[config.mk]
export PLATFORM = sky130hd
export DESIGN_NAME = spu_ctrl
export DESIGN_NICKNAME = d
export VERILOG_FILES = /design/src/hw/rtl/spu_pkg.sv /design/src/hw/rtl/spu_ctrl.sv
export SDC_FILE = /design/constraint.sdc
export NUM_CORES = 1
export LEC_CHECK = 0
export ABC_AREA = 1
export BUFFER_PORTS_ARGS = -buffer_cell sky130_fd_sc_hd__buf_4
export CAP_MARGIN = 20
export CORE_ASPECT_RATIO = 0.6
export CORE_MARGIN = 2
export CORE_UTILIZATION = 35
export CTS_CLUSTER_SIZE = 8
export DETAILED_ROUTE_END_ITERATION = 10
export SETUP_SLACK_MARGIN = 0.4
export SYNTH_ARGS = -nofsm -noshare
export SYNTH_HDL_FRONTEND = slang
export SYNTH_SLANG_ARGS = --single-unit
export TNS_END_PERCENT = 5
[constraint.sdc]
create_clock -name i_clk -period 1.4 [get_ports i_clk]
set_input_delay 0.28 -clock i_clk [delete_from_list [all_inputs] [get_ports i_clk]]
set_output_delay 0.28 -clock i_clk [all_outputs]
set_load 0.005 [all_outputs]
[src/hw/rtl/spu_pkg.sv]
// ----------------------------------------------------------------------------
// spu_pkg: shared types and constants of the spectrogram phase unwrapper
// Operation codes, controller/datapath interface structs, Q15.16 constants
// and the small arithmetic helpers used by the datapath.
// ----------------------------------------------------------------------------
package spu_pkg;

    // Number of bins held in the across-columns state memory
    localparam int BINS     = 512;
    localparam int BIN_AW   = $clog2(BINS);

    // Field widths
    localparam int PHASE_W  = 16;
    localparam int BIN_W    = 9;
    localparam int OUT_W    = 32;
    localparam int IN_TDATA_W = 32;

    // Internal arithmetic width: headroom for value + offset + search step
    localparam int W        = 36;

    // 2*pi in Q15.16, rounded to nearest
    localparam logic signed [W-1:0] TWO_PI  = 36'sd411775;

    // Highest power-of-two step exponent of the step search
    localparam int SRCH_TOP = 13;
    localparam int J_W      = $clog2(SRCH_TOP + 1);

    localparam logic signed [W-1:0] SAT_MAX = 36'sh0_7FFF_FFFF;
    localparam logic signed [W-1:0] SAT_MIN = 36'shF_8000_0000;

    // Configuration register indexes
    localparam logic REG_ACROSS = 1'b0;
    localparam logic REG_ALONG  = 1'b1;

    // Datapath operations, one per cycle
    typedef enum logic [3:0] {
        OP_NONE,
        OP_ACCEPT,
        OP_LOAD_A,
        OP_LOAD_B,
        OP_ADD_OFF,
        OP_CHECK,
        OP_SEARCH,
        OP_LAST,
        OP_COMMIT_A,
        OP_COMMIT_B,
        OP_OUT
    } t_op;

    typedef struct packed {
        t_op op;
    } t_cmd;

    typedef struct packed {
        logic bin_ok;    // incoming bin lies inside the state memory
        logic v_ge_p;    // value already at or above previous
        logic v_t_ge_p;  // one 2*pi step reaches previous
        logic j_zero;    // search is at its last exponent
        logic out_free;  // output register can take a result
    } t_stat;

    // Clamp a wide value into the signed 32-bit range
    function automatic logic signed [OUT_W-1:0] sat32(input logic signed [W-1:0] v);
        logic signed [OUT_W-1:0] r;
        if (v > SAT_MAX) begin
            r = SAT_MAX[OUT_W-1:0];
        end else if (v < SAT_MIN) begin
            r = SAT_MIN[OUT_W-1:0];
        end else begin
            r = v[OUT_W-1:0];
        end
        return r;
    endfunction

    // Sign-extend a 32-bit value to the internal width
    function automatic logic signed [W-1:0] ext(input logic signed [OUT_W-1:0] x);
        return {{(W-OUT_W){x[OUT_W-1]}}, x};
    endfunction

    // Start of a run: raise by 2*pi until not negative (at most two steps here)
    function automatic logic signed [W-1:0] start_prev(input logic signed [W-1:0] x);
        logic signed [W-1:0] x1;
        logic signed [W-1:0] x2;
        logic signed [W-1:0] r;
        x1 = x + TWO_PI;
        x2 = x1 + TWO_PI;
        if (x >= 0) begin
            r = x;
        end else if (x1 >= 0) begin
            r = x1;
        end else begin
            r = x2;
        end
        return r;
    endfunction

endpackage

[src/hw/rtl/spu_ctrl.sv]
// ----------------------------------------------------------------------------
// spu_ctrl: sequencer of the phase unwrapper
// Steps one sample through the across-columns and along-column passes and
// issues one datapath operation per cycle, except while waiting for input or output.
// ----------------------------------------------------------------------------
module spu_ctrl (
    input  logic          i_clk,
    input  logic          i_rst_n,
    input  logic          i_across_en,
    input  logic          i_along_en,
    input  logic          i_in_valid,
    output logic          o_in_ready,
    input  spu_pkg::t_stat i_stat,
    output spu_pkg::t_cmd  o_cmd
);

    typedef enum logic [8:0] {
        ST_IDLE     = 9'b000000001,
        ST_LOAD_A   = 9'b000000010,
        ST_LOAD_B   = 9'b000000100,
        ST_ADD_OFF  = 9'b000001000,
        ST_CHECK    = 9'b000010000,
        ST_SEARCH   = 9'b000100000,
        ST_LAST     = 9'b001000000,
        ST_COMMIT   = 9'b010000000,
        ST_OUT      = 9'b100000000
    } t_state;

    t_state r_state, n_state;
    logic   r_pass_b, n_pass_b;   // 0: across-columns pass, 1: along-column pass

    // State and pass register
    always_ff @(posedge i_clk) begin
        if (!i_rst_n) begin
            r_state  <= ST_IDLE;
            r_pass_b <= 1'b0;
        end else begin
            r_state  <= n_state;
            r_pass_b <= n_pass_b;
        end
    end

    // Next state and operation select
    always_comb begin
        n_state    = r_state;
        n_pass_b   = r_pass_b;
        o_cmd.op   = spu_pkg::OP_NONE;
        o_in_ready = 1'b0;
        unique case (r_state)
            ST_IDLE: begin
                o_in_ready = 1'b1;
                if (i_in_valid) begin
                    o_cmd.op = spu_pkg::OP_ACCEPT;
                    if (i_across_en && i_stat.bin_ok) begin
                        n_state  = ST_LOAD_A;
                        n_pass_b = 1'b0;
                    end else if (i_along_en) begin
                        n_state  = ST_LOAD_B;
                        n_pass_b = 1'b1;
                    end else begin
                        n_state  = ST_OUT;
                    end
                end
            end
            ST_LOAD_A: begin
                o_cmd.op = spu_pkg::OP_LOAD_A;
                n_state  = ST_ADD_OFF;
            end
            ST_LOAD_B: begin
                o_cmd.op = spu_pkg::OP_LOAD_B;
                n_state  = ST_ADD_OFF;
            end
            ST_ADD_OFF: begin
                o_cmd.op = spu_pkg::OP_ADD_OFF;
                n_state  = ST_CHECK;
            end
            ST_CHECK: begin
                o_cmd.op = spu_pkg::OP_CHECK;
                if (i_stat.v_ge_p || i_stat.v_t_ge_p) begin
                    n_state = ST_COMMIT;
                end else begin
                    n_state = ST_SEARCH;
                end
            end
            ST_SEARCH: begin
                o_cmd.op = spu_pkg::OP_SEARCH;
                if (i_stat.j_zero) begin
                    n_state = ST_LAST;
                end
            end
            ST_LAST: begin
                o_cmd.op = spu_pkg::OP_LAST;
                n_state  = ST_COMMIT;
            end
            ST_COMMIT: begin
                if (r_pass_b) begin
                    o_cmd.op = spu_pkg::OP_COMMIT_B;
                    n_state  = ST_OUT;
                end else begin
                    o_cmd.op = spu_pkg::OP_COMMIT_A;
                    if (i_along_en) begin
                        n_state  = ST_LOAD_B;
                        n_pass_b = 1'b1;
                    end else begin
                        n_state  = ST_OUT;
                    end
                end
            end
            ST_OUT: begin
                // hold until the output register frees up
                if (i_stat.out_free) begin
                    o_cmd.op = spu_pkg::OP_OUT;
                    n_state  = ST_IDLE;
                end
            end
            default: begin
                n_state = ST_IDLE;
            end
        endcase
    end

endmodule

==> impl_results.md <==
- Run status: complete, but fails checks
- Failing checks: negative setup slack
- WL/cell: 11.03 um
- Clk sinks: 10
- Final worst path period share: 1.177
- Arr. time, crit path: 1370 ps
- Largest net degree at the start of global routing: 9
- Final hold viol count: 0
- DRT antenna net count: 0
- Global route total overflow: 0
- Overall via count from detail_route: 770
- Post-route insts no fill: 170
- N_diodes: 0
- Clock root buffer master: clkbuf_8
- Required @ worst endpoint: 1120 ps
- Final Max Tran Viols: 0
- Die Y: 40.53 um
- Dpl ws: -23.53 ps
- Inserted Clock Buffers: 3
- Int Power: 1022 uW
- Worst-margin pin slew: 327.4 ps
- Detailed Route WL: 1.875 mm
- Initial antenna violation count: 0
- Synth top area share: 0.2572
- Min-delay worst type: input pin to register
- Vias per inst: 4.529
- Top post-synthesis cells by count: nand2_1, inv_1, nor2_1
- Core area: 2131 um2
- CTS tree: built
- Starting DRT DRC Count: 29
- Netlist cell types: 23
- Async SR Flop Fraction: 0
- Final instance area: 1085 um2
- Worst Setup Slack, final: -247.2 ps
- Hold_buf cts: 0
- Starting Density: 0.3652
- Logic pwr share: 0.578
- Synth Flop Type: dfxtp_1
- Layout cells sized above 1: 0.4929
- Clock Skew: 3.932 ps
- Most numerous cell in the Yosys netlist: nand2_1
- DP Area: 988.4 um2
- Synth area leader: dfxtp_1
- Placed Cells: 165
- Setup TNS: -997.2 ps
- Vias in the first global route: 668
- P_leak: 0.0005557 uW
- Fin crit period: 1647 ps
- # rows: 13
- H-Tree Depth: 1
- Peak supply drop: 0.0006133 V
- Power density cells: 1666 nW/um2
- Routability congestion estimate: 0.9291
- RSZ-0062 raised after global routing: true
- Post-synth net total: 126
- CP endpoint kind: primary output
- Clock Path Buffers: 2
- Yosys reg bits: 10
- Synthesized instance count: 116
- Clk_lat worst skew: 240 ps
- Nets: 151
- Share of power burned in registers: 0.220
- HPWL after DPL: 1.543 mm
- Setup CP Type: register to primary output
- Register area share after synthesis: 0.2572
- Area Overhead vs Synth: 39.39%
- Die width: 64.88 um
- Pre-antenna DRT Iters: 4
- Crit-path max FO: 4
- Clk slew on worst S/H paths: 50 ps
- Fmax: 607.1 MHz
- Die area: 2629 um2
- Maxcap violations: 0
- Net Sw Power: 785.0 uW
- Top-level I/O count: 15
- Max transition margin: 0.7815
- Clock power frac: 0.202
- Filler instances: 221
- Ys Warns: 0
- Port bufs: 14
- First-pass GRT wire length: 2.953 mm
- Sw frac: 0.4344
- Top area cells in the synthesized netlist: dfxtp_1, nand2_1, inv_1
- Total track usage: 0.1597
- Final Setup Violations: 5
- CP startpoint kind: register
- Cell Area, Synth: 778.2 um2
- Syn_area_per_cell: 6.709 um2
- Post-synth EDFFs: 0
- DRC viols: 0
-- registers in the layout (all words and copies together), names as in the netlist --
signal / flops
r_pass_b: 1
r_state: 9
-- cell type report --
cell class | instances | area (um2) | area share
Clock buffer | 4 | 55.05 | 0.05075
Inverter | 24 | 92.59 | 0.08535
Multi-Input combinational cell | 82 | 538.0 | 0.4960
Sequential cell | 10 | 211.5 | 0.1949
Tap cell | 30 | 37.54 | 0.03460
Timing Repair Buffer | 20 | 150.1 | 0.1384
-- per-layer routing --
metal	vias up	GRT usage	routed length [um]
li1	408	-	-
met1	342	0.2131	1014
met2	16	0.2474	750
met3	4	0.05337	90
met4	0	0.04787	21
met5	-	0	0
-- layout by cell type (no fill, tap or decap) --
cell type,n
dfxtp_2,6
nor2_2,6
nand2_4,4
inv_2,5
nand3_4,2
nor2_1,10
dfxtp_4,1
o21ai_1,1
nor3_1,3
o2111ai_2,1
nand2_1,23
o21ai_0,2
buf_4,20
nand3_1,9
dfxtp_1,3
nand3_2,4
inv_1,18
inv_4,1
nor2_8,1
clkbuf_8,4
nand2_2,3
nor2_4,8
nor3b_1,1
or2_2,1
nand4_1,1
a21oi_2,2
-- metrics by stage --
step,total power (uW),utilization,hold slack (ps)
2_1_floorplan,1134,-,400.4
3_3_place_gp,1380,0.4639,526.4
3_5_place_dp,1384,0.4639,532.2
4_1_cts,1780,0.4974,283.5
5_1_grt,1940,0.5091,302.8
6_report,1807,0.5091,282.0
-- worst max-delay path, stage by stage, from the launching register on --
cell and delay, ps:
dfxtp_2 330, nor2_4 150, nand2_4 80, inv_4 90, nand2_4 80, nor2_4 130
nor2_4 60, o2111ai_2 70, buf_4 130
-- kinds of logic after synthesis --
family                 after synthesis  synth area share
flip-flops                          10            0.2572
AND/OR/NAND/NOR                     76            0.5756
buffers and inverters               24            0.1190
AO/OA/AOI/OAI                        6           0.04822
-- power groups by stage --
stage               registers (uW)  logic [uW]  clock network (uW)
CTS                            398        1010                 374
floorplan                      402         732                   0
detailed placement             404         981                   0
finish                         398        1040                 364
global placement               403         977                   0
global route                   403        1160                 380
-- repair_timing --
item                                    CTS  global route
hold endpoints to repair                  0             0
endpoints found under the setup margin   15            15
pin swaps                                 1             6
resized for setup                         6             6
setup buffers                             0             1
-- path summary, 6_finish.rpt --
check	startpoint	end	slack [ps]	cells past startpoint
hold reg to reg	r_pass_b	r_pass_b	560	4
setup reg to reg	r_state[4]	r_state[8]	50	8
hold / removal	i_rst_n	r_pass_b	280	3
setup / recovery	r_state[2]	o_cmd[0]	-250	8
(Power assumes the default switching activity.)
